File: src/rtl/core/windowed_running_variance_top_macros.svh
// Assertion macros shared by the windowed running variance RTL.
`ifndef WINDOWED_RUNNING_VARIANCE_TOP_MACROS_SVH
`define WINDOWED_RUNNING_VARIANCE_TOP_MACROS_SVH

`ifndef ASSERT_OFF
// Same-cycle implication, checked on every rising clock edge out of reset.
`define WRV_ASSERT_IMPLIES(label, clk, rst, cond, prop) \
   label: assert property (@(posedge clk) disable iff (rst) (cond) |-> (prop)) \
      else $error("assertion failed: same-cycle implication");
// Next-cycle implication, checked on every rising clock edge out of reset.
`define WRV_ASSERT_NEXT(label, clk, rst, cond, prop) \
   label: assert property (@(posedge clk) disable iff (rst) (cond) |=> (prop)) \
      else $error("assertion failed: next-cycle implication");
`else
`define WRV_ASSERT_IMPLIES(label, clk, rst, cond, prop)
`define WRV_ASSERT_NEXT(label, clk, rst, cond, prop)
`endif

`endif

File: src/rtl/core/wrv_pkg.sv
// Shared types, constants and the microcode program of the windowed running variance block.
package wrv_pkg;

   // Field widths and packed channel widths.
   localparam int WRV_MAX_WINDOW = 1024;
   localparam int SAMPLE_W       = 32;
   localparam int COUNT_W        = 11;
   localparam int TIME_W         = 48;
   localparam int M2_W           = 64;
   localparam int REQ_DATA_W     = 96;
   localparam int RSP_DATA_W     = 160;
   localparam int DIV_STEPS      = 32;
   localparam int LOOP_W         = $clog2(DIV_STEPS);

   // Opcode of a request.
   localparam logic OPC_REMOVE = 1'b0;
   localparam logic OPC_ADD    = 1'b1;

   // Datapath operation selected by a control word.
   typedef enum logic [2:0] {
      OP_IDLE,
      OP_PREP,
      OP_DIV,
      OP_MEAN,
      OP_MUL,
      OP_PROD,
      OP_UPD,
      OP_CLEAR
   } op_type;

   // How the step counter advances after a control word.
   typedef enum logic [1:0] {
      COND_NEXT,
      COND_GOTO,
      COND_IF_ZERO,
      COND_LOOP
   } cond_type;

   typedef logic [2:0] step_type;

   // Program step addresses.
   localparam step_type STEP_IDLE  = 3'd0;
   localparam step_type STEP_PREP  = 3'd1;
   localparam step_type STEP_DIV   = 3'd2;
   localparam step_type STEP_MEAN  = 3'd3;
   localparam step_type STEP_MUL   = 3'd4;
   localparam step_type STEP_PROD  = 3'd5;
   localparam step_type STEP_UPD   = 3'd6;
   localparam step_type STEP_CLEAR = 3'd7;

   typedef struct packed {
      op_type   op;
      cond_type cond;
      step_type target;
   } ctrl_word_type;

   // Datapath conditions seen by the sequencer.
   typedef struct packed {
      logic hold;
      logic n_zero;
      logic loop_zero;
   } status_type;

   // Microcode program: one control word per step.
   function automatic ctrl_word_type wrv_rom(input step_type step);
      ctrl_word_type word;
      case (step)
         STEP_IDLE:  word = '{op: OP_IDLE,  cond: COND_NEXT,    target: STEP_IDLE};
         STEP_PREP:  word = '{op: OP_PREP,  cond: COND_IF_ZERO, target: STEP_CLEAR};
         STEP_DIV:   word = '{op: OP_DIV,   cond: COND_LOOP,    target: STEP_DIV};
         STEP_MEAN:  word = '{op: OP_MEAN,  cond: COND_NEXT,    target: STEP_IDLE};
         STEP_MUL:   word = '{op: OP_MUL,   cond: COND_NEXT,    target: STEP_IDLE};
         STEP_PROD:  word = '{op: OP_PROD,  cond: COND_NEXT,    target: STEP_IDLE};
         STEP_UPD:   word = '{op: OP_UPD,   cond: COND_GOTO,    target: STEP_IDLE};
         STEP_CLEAR: word = '{op: OP_CLEAR, cond: COND_GOTO,    target: STEP_IDLE};
         default:    word = '{op: OP_IDLE,  cond: COND_GOTO,    target: STEP_IDLE};
      endcase
      return word;
   endfunction

endpackage

File: src/rtl/core/wrv_seq.sv
// Microcode sequencer: step counter, program table and jump logic.
module wrv_seq
   import wrv_pkg::*;
(
   input  logic          clock,
   input  logic          reset,
   input  status_type    status,
   output ctrl_word_type ctrl
);

   step_type step_ff;
   step_type step_in;

   // Current control word straight from the program table.
   assign ctrl = wrv_rom(step_ff);

   // Next step: hold, fall through, or jump on a datapath condition.
   always_comb begin
      step_in = step_ff + 3'd1;
      if (status.hold) begin
         step_in = step_ff;
      end else begin
         case (ctrl.cond)
            COND_NEXT:    step_in = step_ff + 3'd1;
            COND_GOTO:    step_in = ctrl.target;
            COND_IF_ZERO: step_in = status.n_zero ? ctrl.target : step_ff + 3'd1;
            COND_LOOP:    step_in = status.loop_zero ? step_ff + 3'd1 : ctrl.target;
            default:      step_in = STEP_IDLE;
         endcase
      end
   end

   always_ff @(posedge clock) begin
      if (reset) begin
         step_ff <= STEP_IDLE;
      end else begin
         step_ff <= step_in;
      end
   end

endmodule

File: src/rtl/core/wrv_datapath.sv
// Datapath: request capture, shift-subtract divider, multiplier, state and result register.
module wrv_datapath
   import wrv_pkg::*;
#(
   parameter int MAX_WINDOW = WRV_MAX_WINDOW
) (
   input  logic                  clock,
   input  logic                  reset,
   input  ctrl_word_type         ctrl,
   output status_type            status,
   input  logic                  req_tvalid,
   output logic                  req_tready,
   input  logic [REQ_DATA_W-1:0] req_tdata,
   input  logic [0:0]            req_tuser,
   output logic                  rsp_tvalid,
   input  logic                  rsp_tready,
   output logic [RSP_DATA_W-1:0] rsp_tdata,
   output logic [0:0]            rsp_tuser
);

   // Latched request.
   logic                add_ff, add_in;
   logic [SAMPLE_W-1:0] x_ff, x_in;
   logic [COUNT_W-1:0]  n_ff, n_in;
   logic [TIME_W-1:0]   ts_ff, ts_in;

   // Window state.
   logic [SAMPLE_W-1:0] mean_ff, mean_in;
   logic [M2_W-1:0]     m2_ff, m2_in;
   logic [COUNT_W-1:0]  count_ff, count_in;
   logic [TIME_W-1:0]   time_ff, time_in;

   // Working registers.
   logic [SAMPLE_W-1:0] dmag_ff, dmag_in;
   logic                d_neg_ff, d_neg_in;
   logic [COUNT_W-1:0]  rem_ff, rem_in;
   logic [SAMPLE_W-1:0] quo_ff, quo_in;
   logic [LOOP_W-1:0]   loop_ff, loop_in;
   logic [SAMPLE_W-1:0] nm_ff, nm_in;
   logic [SAMPLE_W-1:0] emag_ff, emag_in;
   logic                e_neg_ff, e_neg_in;
   logic [M2_W-1:0]     prod_ff, prod_in;

   // Result register.
   logic                  rsp_valid_ff, rsp_valid_in;
   logic [RSP_DATA_W-1:0] rsp_data_ff, rsp_data_in;
   logic                  rsp_sat_ff, rsp_sat_in;

   logic                  out_busy;
   logic                  commit;
   logic                  start;
   logic [COUNT_W-1:0]    n_raw;
   logic [SAMPLE_W:0]     d_w;
   logic [COUNT_W:0]      shifted;
   logic [COUNT_W:0]      diff;
   logic                  ge;
   logic [SAMPLE_W+1:0]   q_w;
   logic [SAMPLE_W+1:0]   nm_w;
   logic [SAMPLE_W-1:0]   nm_sat;
   logic [SAMPLE_W:0]     e_w;
   logic [M2_W:0]         sum_w;
   logic                  m2_neg;
   logic                  sat;
   logic [M2_W-1:0]       m2_upd;

   // Handshake and sequencer status.
   assign out_busy   = rsp_valid_ff && !rsp_tready;
   assign req_tready = (ctrl.op == OP_IDLE);
   assign start      = req_tvalid && req_tready;
   assign commit     = ((ctrl.op == OP_UPD) || (ctrl.op == OP_CLEAR)) && !out_busy;

   always_comb begin
      status.hold      = ((ctrl.op == OP_IDLE) && !req_tvalid)
                      || (((ctrl.op == OP_UPD) || (ctrl.op == OP_CLEAR)) && out_busy);
      status.n_zero    = (n_ff == '0);
      status.loop_zero = (loop_ff == '0);
   end

   // Divisor field of the request; the idle step clamps it against the window limit.
   assign n_raw = req_tdata[SAMPLE_W +: COUNT_W];

   // Deviation of the sample from the old mean, sign extended by one bit.
   assign d_w = {x_ff[SAMPLE_W-1], x_ff} - {mean_ff[SAMPLE_W-1], mean_ff};

   // One restoring division step.
   assign shifted = {rem_ff, quo_ff[SAMPLE_W-1]};
   assign diff    = shifted - {1'b0, n_ff};
   assign ge      = (shifted >= {1'b0, n_ff});

   // New mean with saturation to the Q16.16 range.
   always_comb begin
      q_w = {2'b00, quo_ff};
      if (d_neg_ff) begin
         q_w = -q_w;
      end
      if (add_ff == OPC_ADD) begin
         nm_w = {{2{mean_ff[SAMPLE_W-1]}}, mean_ff} + q_w;
      end else begin
         nm_w = {{2{mean_ff[SAMPLE_W-1]}}, mean_ff} - q_w;
      end
      if ((nm_w[SAMPLE_W+1:SAMPLE_W-1] == 3'b000) || (nm_w[SAMPLE_W+1:SAMPLE_W-1] == 3'b111)) begin
         nm_sat = nm_w[SAMPLE_W-1:0];
      end else if (nm_w[SAMPLE_W+1]) begin
         nm_sat = {1'b1, {(SAMPLE_W-1){1'b0}}};
      end else begin
         nm_sat = {1'b0, {(SAMPLE_W-1){1'b1}}};
      end
   end

   assign e_w = {x_ff[SAMPLE_W-1], x_ff} - {nm_ff[SAMPLE_W-1], nm_ff};

   // M2 update: add or subtract the product, clamping at zero and all ones.
   assign sum_w  = {1'b0, m2_ff} + {1'b0, prod_ff};
   assign m2_neg = d_neg_ff ^ e_neg_ff ^ (add_ff != OPC_ADD);

   always_comb begin
      sat    = 1'b0;
      m2_upd = m2_ff;
      if (prod_ff == '0) begin
         m2_upd = m2_ff;
      end else if (!m2_neg) begin
         if (sum_w[M2_W]) begin
            m2_upd = '1;
            sat    = 1'b1;
         end else begin
            m2_upd = sum_w[M2_W-1:0];
         end
      end else begin
         if (prod_ff > m2_ff) begin
            m2_upd = '0;
            sat    = 1'b1;
         end else begin
            m2_upd = m2_ff - prod_ff;
         end
      end
   end

   // Operation decode.
   always_comb begin
      add_in   = add_ff;
      x_in     = x_ff;
      n_in     = n_ff;
      ts_in    = ts_ff;
      mean_in  = mean_ff;
      m2_in    = m2_ff;
      count_in = count_ff;
      time_in  = time_ff;
      dmag_in  = dmag_ff;
      d_neg_in = d_neg_ff;
      rem_in   = rem_ff;
      quo_in   = quo_ff;
      loop_in  = loop_ff;
      nm_in    = nm_ff;
      emag_in  = emag_ff;
      e_neg_in = e_neg_ff;
      rsp_data_in = rsp_data_ff;
      rsp_sat_in  = rsp_sat_ff;
      rsp_valid_in = rsp_tready ? 1'b0 : rsp_valid_ff;

      case (ctrl.op)
         OP_IDLE: begin
            if (start) begin
               add_in = req_tuser[0];
               x_in   = req_tdata[SAMPLE_W-1:0];
               ts_in  = req_tdata[SAMPLE_W+COUNT_W +: TIME_W];
               if ({21'd0, n_raw} > 32'(MAX_WINDOW)) begin
                  n_in = COUNT_W'(MAX_WINDOW);
               end else begin
                  n_in = n_raw;
               end
            end
         end
         OP_PREP: begin
            d_neg_in = d_w[SAMPLE_W];
            dmag_in  = d_w[SAMPLE_W] ? SAMPLE_W'(-d_w) : d_w[SAMPLE_W-1:0];
            quo_in   = d_w[SAMPLE_W] ? SAMPLE_W'(-d_w) : d_w[SAMPLE_W-1:0];
            rem_in   = '0;
            loop_in  = LOOP_W'(DIV_STEPS - 1);
         end
         OP_DIV: begin
            rem_in  = ge ? diff[COUNT_W-1:0] : shifted[COUNT_W-1:0];
            quo_in  = {quo_ff[SAMPLE_W-2:0], ge};
            loop_in = loop_ff - 1'b1;
         end
         OP_MEAN: begin
            nm_in = nm_sat;
         end
         OP_MUL: begin
            e_neg_in = e_w[SAMPLE_W];
            emag_in  = e_w[SAMPLE_W] ? SAMPLE_W'(-e_w) : e_w[SAMPLE_W-1:0];
         end
         OP_PROD: begin
            // The product register is loaded in its own block.
         end
         OP_UPD: begin
            if (commit) begin
               mean_in  = nm_ff;
               m2_in    = m2_upd;
               count_in = n_ff;
               time_in  = (add_ff == OPC_ADD) ? ts_ff : time_ff;
               rsp_valid_in = 1'b1;
               rsp_sat_in   = sat;
               rsp_data_in  = {5'd0, time_in, count_in, m2_in, mean_in};
            end
         end
         OP_CLEAR: begin
            if (commit) begin
               mean_in  = '0;
               m2_in    = '0;
               count_in = n_ff;
               time_in  = (add_ff == OPC_ADD) ? ts_ff : time_ff;
               rsp_valid_in = 1'b1;
               rsp_sat_in   = 1'b0;
               rsp_data_in  = {5'd0, time_in, count_in, m2_in, mean_in};
            end
         end
         default: begin
            // Any other step leaves the state alone.
         end
      endcase
   end

   // The multiplier runs in its own step, after the magnitude of e is registered.
   always_comb begin
      prod_in = prod_ff;
      if (ctrl.op == OP_PROD) begin
         prod_in = {{(M2_W-SAMPLE_W){1'b0}}, dmag_ff} * {{(M2_W-SAMPLE_W){1'b0}}, emag_ff};
      end
   end

   // State and control registers.
   always_ff @(posedge clock) begin
      if (reset) begin
         mean_ff      <= '0;
         m2_ff        <= '0;
         count_ff     <= '0;
         time_ff      <= '0;
         rsp_valid_ff <= 1'b0;
         loop_ff      <= '0;
      end else begin
         mean_ff      <= mean_in;
         m2_ff        <= m2_in;
         count_ff     <= count_in;
         time_ff      <= time_in;
         rsp_valid_ff <= rsp_valid_in;
         loop_ff      <= loop_in;
      end
   end

   // Payload registers.
   always_ff @(posedge clock) begin
      add_ff      <= add_in;
      x_ff        <= x_in;
      n_ff        <= n_in;
      ts_ff       <= ts_in;
      dmag_ff     <= dmag_in;
      d_neg_ff    <= d_neg_in;
      rem_ff      <= rem_in;
      quo_ff      <= quo_in;
      nm_ff       <= nm_in;
      emag_ff     <= emag_in;
      e_neg_ff    <= e_neg_in;
      prod_ff     <= prod_in;
      rsp_data_ff <= rsp_data_in;
      rsp_sat_ff  <= rsp_sat_in;
   end

   assign rsp_tvalid = rsp_valid_ff;
   assign rsp_tdata  = rsp_data_ff;
   assign rsp_tuser  = rsp_sat_ff;

endmodule

File: src/rtl/core/windowed_running_variance_top.sv
// Top level of the windowed running variance block: sequencer, datapath and checks.
//
//  Channel | Direction | Payload
//  --------+-----------+------------------------------------------------------------
//  req_    | in        | tuser: opcode; tdata: sample, window_count, timestamp
//  rsp_    | out       | tuser: saturated; tdata: mean, sum_sq_dev, count, last_time
//
// A request with a nonzero count runs through these steps from acceptance to the next acceptance:
// one preparation step, 32 steps of the one-bit-per-cycle divider, then mean, multiply,
// product and update steps, and a return to the idle step. A zero count goes from preparation to the clear step.
// Reset clears the mean, M2, count and timestamp and empties the result register.
// A new request is accepted while a finished result still waits; the update or clear step
// holds only while the result register is full and rsp_tready is low.
`include "windowed_running_variance_top_macros.svh"

module windowed_running_variance_top
   import wrv_pkg::*;
#(
   parameter int MAX_WINDOW = WRV_MAX_WINDOW
) (
   input  logic                  clock,
   input  logic                  reset,
   input  logic                  req_tvalid,
   output logic                  req_tready,
   // [31:0] sample, [42:32] window_count, [90:43] timestamp, [95:91] zero
   input  logic [REQ_DATA_W-1:0] req_tdata,
   // [0] opcode
   input  logic [0:0]            req_tuser,
   output logic                  rsp_tvalid,
   input  logic                  rsp_tready,
   // [31:0] mean, [95:32] sum_sq_dev, [106:96] count, [154:107] last_time, [159:155] zero
   output logic [RSP_DATA_W-1:0] rsp_tdata,
   // [0] saturated
   output logic [0:0]            rsp_tuser
);

   ctrl_word_type      ctrl;
   status_type         status;
   logic [M2_W-1:0]    rsp_m2;
   logic [COUNT_W-1:0] rsp_count;

   // Program sequencer.
   wrv_seq u_seq (
      .clock  (clock),
      .reset  (reset),
      .status (status),
      .ctrl   (ctrl)
   );

   // Arithmetic datapath and window state.
   wrv_datapath #(
      .MAX_WINDOW (MAX_WINDOW)
   ) u_datapath (
      .clock      (clock),
      .reset      (reset),
      .ctrl       (ctrl),
      .status     (status),
      .req_tvalid (req_tvalid),
      .req_tready (req_tready),
      .req_tdata  (req_tdata),
      .req_tuser  (req_tuser),
      .rsp_tvalid (rsp_tvalid),
      .rsp_tready (rsp_tready),
      .rsp_tdata  (rsp_tdata),
      .rsp_tuser  (rsp_tuser)
   );

   // Result fields watched by the checks.
   assign rsp_m2    = rsp_tdata[95:32];
   assign rsp_count = rsp_tdata[106:96];

   // The block is not ready in the cycle after it takes a request.
   `WRV_ASSERT_NEXT(a_busy_after_req, clock, reset, req_tvalid && req_tready, !req_tready)

   // A saturation flag leaves M2 at one of its two limits.
   `WRV_ASSERT_IMPLIES(a_sat_at_limit, clock, reset, rsp_tvalid && rsp_tuser[0], (rsp_m2 == '0) || (rsp_m2 == '1))

   // The reported count never exceeds the window limit.
   `WRV_ASSERT_IMPLIES(a_count_limit, clock, reset, rsp_tvalid, {21'd0, rsp_count} <= 32'(MAX_WINDOW))

endmodule
File: config.mk
export PLATFORM = sky130hd
export DESIGN_NAME = windowed_running_variance_top
export DESIGN_NICKNAME = d
export VERILOG_FILES = /design/src/rtl/core/wrv_pkg.sv /design/src/rtl/core/wrv_seq.sv /design/src/rtl/core/wrv_datapath.sv /design/src/rtl/core/windowed_running_variance_top.sv
export VERILOG_INCLUDE_DIRS = /design/src /design/src/rtl/core
export SDC_FILE = /design/constraint.sdc
export NUM_CORES = 2
export LEC_CHECK = 0
export BUFFER_PORTS_ARGS = -buffer_cell sky130_fd_sc_hd__buf_2
export CELL_PAD_IN_SITES_DETAIL_PLACEMENT = 2
export CELL_PAD_IN_SITES_GLOBAL_PLACEMENT = 2
export CORE_ASPECT_RATIO = 1.25
export CORE_MARGIN = 2
export CORE_UTILIZATION = 45
export CTS_CLUSTER_SIZE = 30
export DETAILED_ROUTE_END_ITERATION = 8
export PLACE_DENSITY = 0.86
export SLEW_MARGIN = 20
export SYNTH_ARGS = -nofsm -noshare
export SYNTH_HDL_FRONTEND = slang
export SYNTH_SLANG_ARGS = --single-unit
File: constraint.sdc
create_clock -name clock -period 11 [get_ports clock]
set_clock_uncertainty 0.15 [all_clocks]
set_input_delay 1.1 -clock clock [delete_from_list [all_inputs] [get_ports clock]]
set_output_delay 1.1 -clock clock [all_outputs]
set_load 0.02 [all_outputs]
After elaboration in Yosys (flattened, before gate mapping)
Memory sizes are Yosys's and may differ from the RTL's. A register that Yosys moved wholly into a read port is not among the register bits.
Cells that the tools add are included.
{"block": "totals", "regBits": 611, "rom_bits": 64, "inputBits": 101, "output_inout_bits": 163, "word_cells": 115, "mem_count": 1}
{"block": "classes", "add_sub_neg": 12, "multipliers": 1, "magnitude_cmp": 3, "n_eq_ne": 13, "n_mux": 39, "bitwise": 3, "n_reduce_logical": 23}
{"name": "(name not given)", "words": 8, "width": 8, "rd": 1, "rd_ports_with_merged_regs": 1, "wr": 0, "line": "wrv_pkg.sv:67", "source": "case (step)"}
{"cell": "$mux 64", "n": 6}
{"cell": "$mux 160", "n": 2}
{"cell": "$pmux 160 s2", "n": 1}
{"cell": "$mux 32", "n": 6}
{"cell": "$pmux 32 s2", "n": 2}
{"cell": "$pmux 64 s2", "n": 1}
{"cell": "$mux 34", "n": 2}
{"cell": "$sub 32x32->33", "n": 2}
{"cell": "$add 64x64->65", "n": 1}
{"cell": "$gt 64x64->1", "n": 1}
{"cell": "$logic_not 64->1", "n": 1}
{"cell": "$mul 32x32->64", "n": 1}
{"cell": "$neg 32->32", "n": 2}
{"cell": "$sub 64x64->64", "n": 1}
{"cell": "$mux 48", "n": 1}
{"cell": "$add 34x34->34", "n": 1}
{"cell": "$neg 32->34", "n": 1}
{"cell": "$sub 34x34->34", "n": 1}
{"cell": "$pmux 11 s2", "n": 1}
{"cell": "$eq 3x3->1 const B", "n": 5}
{"cell": "$ge 12x11->1", "n": 1}
{"cell": "$mux 3", "n": 4}
{"cell": "$pmux 3 s4", "n": 1}
{"cell": "$gt 11x11->1 const B", "n": 1}
{"cell": "25 further kinds", "n": 48}

Logic depth before layout (Yosys ltp)
{"block": "depth", "depth_word": 7, "depth_mapped": 30, "ltp_nobuf": 28}

Cells and area by module
Synthesis repeated with hierarchy kept, for this count alone.
{"block": "hier_totals", "cells_unflattened": 7809, "hier_area_um2": 71746.3}
{"mod": "wrv_datapath", "instances": 1, "cells_each": 7760, "area_each_um2": 71284.6, "seq_area_each_um2": 16605.9}
{"mod": "wrv_seq", "instances": 1, "cells_each": 49, "area_each_um2": 461.7, "seq_area_each_um2": 180.2}

Worst setup path after synthesis
OpenSTA, ideal clock, no wires.
{"block": "synth_timing", "kind": "register to register", "startpoint": "register u_datapath.emag_ff[2]", "endpoint": "register u_datapath.prod_ff[63], data pin", "setup_ns": 0.260, "arrival_time_ns": 7.175, "required_time_ns": 10.590, "slack_ns": 3.415, "path_stages_with_launch": 29, "cell_sequence": "edfxtp_1 > clkbuf_1 > and2_1 > fa_1 > inv_1 > fa_1 > fa_1 > fa_1 > inv_1 > fa_1 > inv_1 > fa_1 > inv_1 > fa_1 > fa_1 > ha_1 > clkbuf_1 > nand2_1 > nand2_1 > a21oi_1 > o221ai_1 > a41o_1 > a31oi_1 > o41ai_1 > a21o_1 > o221ai_1 > o21ai_0 > a21oi_1 > xnor2_1"}
{"block": "synth_via", "elab_chain_len": 1}
{"item": "start, declared", "line": "wrv_datapath.sv:40", "source": "logic [SAMPLE_W-1:0] emag_ff, emag_in;"}
{"item": "start signal, assigned", "line": "wrv_datapath.sv:261", "source": "emag_ff <= emag_in;"}
{"item": "$mul 32x32->64", "line": "wrv_datapath.sv:227", "source": "prod_in = {{(M2_W-SAMPLE_W){1'b0}}, dmag_ff} * {{(M2_W-SAMPLE_W){1'b0}}, emag_ff};"}
{"item": "end signal, assigned", "line": "wrv_datapath.sv:263", "source": "prod_ff <= prod_in;"}
{"item": "end, declared", "line": "wrv_datapath.sv:42", "source": "logic [M2_W-1:0] prod_ff, prod_in;"}
Every way passes these cells.
A chain may end at the register's enable or synchronous reset.

Final worst setup path
{"block": "layout_timing", "startpoint": "register u_datapath.dmag_ff[10]", "endpoint": "register u_datapath.prod_ff[60], data pin"}
{"block": "layout_via", "elab_chain_len": 1}
{"item": "start, declared", "line": "wrv_datapath.sv:34", "source": "logic [SAMPLE_W-1:0] dmag_ff, dmag_in;"}
{"item": "start signal, assigned", "line": "wrv_datapath.sv:256", "source": "dmag_ff <= dmag_in;"}
{"item": "$mul 32x32->64", "line": "wrv_datapath.sv:227"}
Every way passes these cells.

==> impl_results.md <==
- Outcome: completed
- Clock Path Buffers: 3
- R2R Setup Slk: ~0.7 ns
- Row count: ~160
- Most common cell on crit path: fa_1
- Max Slew Vio Count: 0
- RSZ-0062 raised after global routing: false
- Slowest Stage Delay on Critical Path: between 0.8 and 0.9 ns
- CTS tree: yes
- First-pass GRT wire length: about 540000 microns
- WL final: 385000 microns
- Pin count of the biggest net entering global routing: slightly below 80
- Dpl cell area: 75700 sq um
- Synth unique cells: 97
- DR vias: approximately 68000
- Fin util: 0.489
- Total CTS buffers: 74
- Worst Hold Class: reg -> reg
- Ports: approximately 260
- Post-DP HPWL: 245000 microns
- Crit path kind: reg -> reg
- Clock period minus worst slack: about 10 ns
- Die Height: approximately 450 microns
- Hold Path Sink: u_datapath.time_ff[45]
- Final hold vios: 0
- Post-route cell area: a little under 80000 sq um
- Clk Latency, worst-skew pair: between 0.7 and 0.8 ns
- Slew margin rel.: 0.146
- RR Startpoint: u_datapath.dmag_ff[10]
- Syn_area_per_cell: approximately 9.1 sq um
- EDFF count, synth: around 450
- Fill cells: 16911
- Required time of the critical path: between 10 and 15 ns
- Max cap viols: 0
- Final setup fails: 0
- Critical path peak fanout: 18
- Vias in the first global route: 77613
- Initial antenna violation count: 20
- Period utilization: 0.937
- Post-CTS Resized: 0
- Die W: 363 microns
- Via-to-Cell Ratio: between 6 and 7
- Post-Syn Instances: roughly 8000
- Setup Total Neg Slack: 0 ns
- Min-Delay Startpoint: u_datapath.time_ff[45]
- Critical path launch point type: register
- Arr. time, crit path: approximately 11 ns
- Worst Tran Pin Value: between 1 and 1.5 ns
- Area grow syn2layout: 7.97%
- Routed WL per cell: roughly 38 microns
- Yosys warns: 0
- Drt drc: 0
- Top_reg_cell synth: edfxtp_1
- CTS Hold Bufs: 0
- Clock-pin slew on the worst setup and hold paths: about 0.070 ns
- Root buffer cell: clkbuf_16
- Sequential element share of the synthesized area: 0.231
- DRT iter0 DRCs: around 6400
- Final #Nets: 9477
- Worst-case reg-to-reg path depth: 29
- Post-route ant nets: 0
- # Post-CTS Setup Buffers: 0
- Hold path cells: 2
- #FFs+latches synth: a little over 600
- Num Clock Sinks: about 610
- F_max: 97.0 MHz
- GPL Wtd Cong: between 0.9 and 1
- H-tree depth: 3
- FF-to-FF End: u_datapath.prod_ff[60]
- Crit. End Element: register
- Drt first pass iters: 6
- GRT overflow: 0
- Port Buffers: between 200 and 300
- Mapped cell area: around 73000 sq um
- Core area: approximately 160000 sq um
- Starting Density: 0.453
- Die Footprint: around 160000 sq um
- Critical path's slowest cell: a31oi_1
- Fraction of synthesis flops using an asynchronous set or reset pin: 0
- Total Routing Usage GR: 0.445
- Layout cells sized above 1: 0.0802
-- metrics by stage --
stage	std cells	hold slack, ns	setup slack [ns]
2_1_floorplan	7963	0.284	3.42
3_3_place_gp	9965	0.289	2.07
3_5_place_dp	9965	0.314	1.52
4_1_cts	10102	0.322	1.02
5_1_grt	10105	0.350	0.527
6_report	10112	0.329	0.692
-- worst max-delay path: cells and delay by family, from the launching register on --
family	cells	cell delay [ns]
AOI/OAI and AO/OA	7	2.11
adders and majority gates	9	4.66
buffers and inverters	7	0.83
DFF	1	0.79
and+or+nand+nor	6	1.47
-- layout by cell type (no fill, tap or decap), types with 39 or more instances in the layout --
cell	instances
nor3_1	72
nor2b_1	49
and2_1	640
nand2_1	898
ha_1	505
clkbuf_16	77
edfxtp_1	453
nor2_1	378
nand4_1	69
mux2_2	80
xnor2_1	166
xor2_1	102
nand2b_1	45
o31ai_1	55
a21oi_1	552
nor4_1	56
a31oi_1	57
buf_2	252
nand3_1	84
a211oi_1	51
and3_1	39
dfxtp_1	159
fa_1	902
o21ai_0	259
a21o_1	154
o21bai_1	65
inv_1	1130
buf_4	121
o21a_1	41
-- how the worst max path moves through the flow --
stage	start	to	slack (ns)	depth (start not counted)
floorplan	u_datapath.emag_ff[2]	u_datapath.prod_ff[63]	3.42	28
global placement	u_datapath.dmag_ff[10]	u_datapath.prod_ff[56]	2.07	29
detailed placement	u_datapath.dmag_ff[10]	u_datapath.prod_ff[54]	1.52	29
CTS	u_datapath.dmag_ff[10]	u_datapath.prod_ff[54]	1.02	29
global route	u_datapath.dmag_ff[10]	u_datapath.prod_ff[60]	0.53	29
finish	u_datapath.dmag_ff[10]	u_datapath.prod_ff[60]	0.69	29
-- cell type report --
cell class	count	area [sq um]	area share
clock buffer	99	2070	0.0264
inverter	1131	4250	0.0543
clock inverter	38	440	0.00562
antenna	7	17.5	0.000224
tap	2075	2600	0.0331
sequential	612	16800	0.214
multi-input combinational	5774	50000	0.638
timing repair buffer	376	2210	0.0283
-- Yosys cell counts (55+ instances only) --
master	n	area, sq um
nor2_1	380	1430
ha_1	505	6320
and2_1	641	4010
xor2_1	105	920
xnor2_1	168	1470
edfxtp_1	453	13600
nand4_1	69	432
o21bai_1	65	488
dfxtp_1	159	3180
nand2_1	901	3380
nand3_1	85	425
clkbuf_1	413	1550
nor4_1	59	369
a31oi_1	57	357
o31ai_1	55	413
a21o_1	154	1160
inv_1	1130	4240
o21ai_0	261	1310
mux2_2	80	901
fa_1	902	18100
nor3_1	72	360
a21oi_1	552	2760
-- layer usage --
metal | vias up | routed length (microns) | GRT usage
met5 | - | 92 | 0
met4 | 14 | 45200 | 0.414
met3 | 2510 | 33200 | 0.101
met2 | 5029 | 182000 | 0.751
met1 | 34624 | 125000 | 0.458
li1 | 26258 | - | -
-- state kept, by name, summed over array words and instances, names as in the netlist, 32 cells and up --
name	cells
u_datapath.quo_ff	32
u_datapath.ts_ff	48
u_datapath.m2_ff	64
u_datapath.dmag_ff	32
u_datapath.emag_ff	32
u_datapath.prod_ff	64
u_datapath.time_ff	48
u_datapath.rsp_tdata	155
u_datapath.nm_ff	32
u_datapath.x_ff	32
u_datapath.mean_ff	32
-- cell families after synthesis --
logic type | count (synthesis) | synth area share
xor+xnor | 276 | 0.0339
other cells | 1 | 0.0000517
buf+inv | 1577 | 0.0823
compound gates | 1556 | 0.137
mux | 93 | 0.0142
fa+ha+maj | 1407 | 0.336
simple gates | 2437 | 0.165
flops | 612 | 0.231
Power is not shown: default switching activity piles up to over one toggle a cycle in this logic, so the estimate is an artifact.
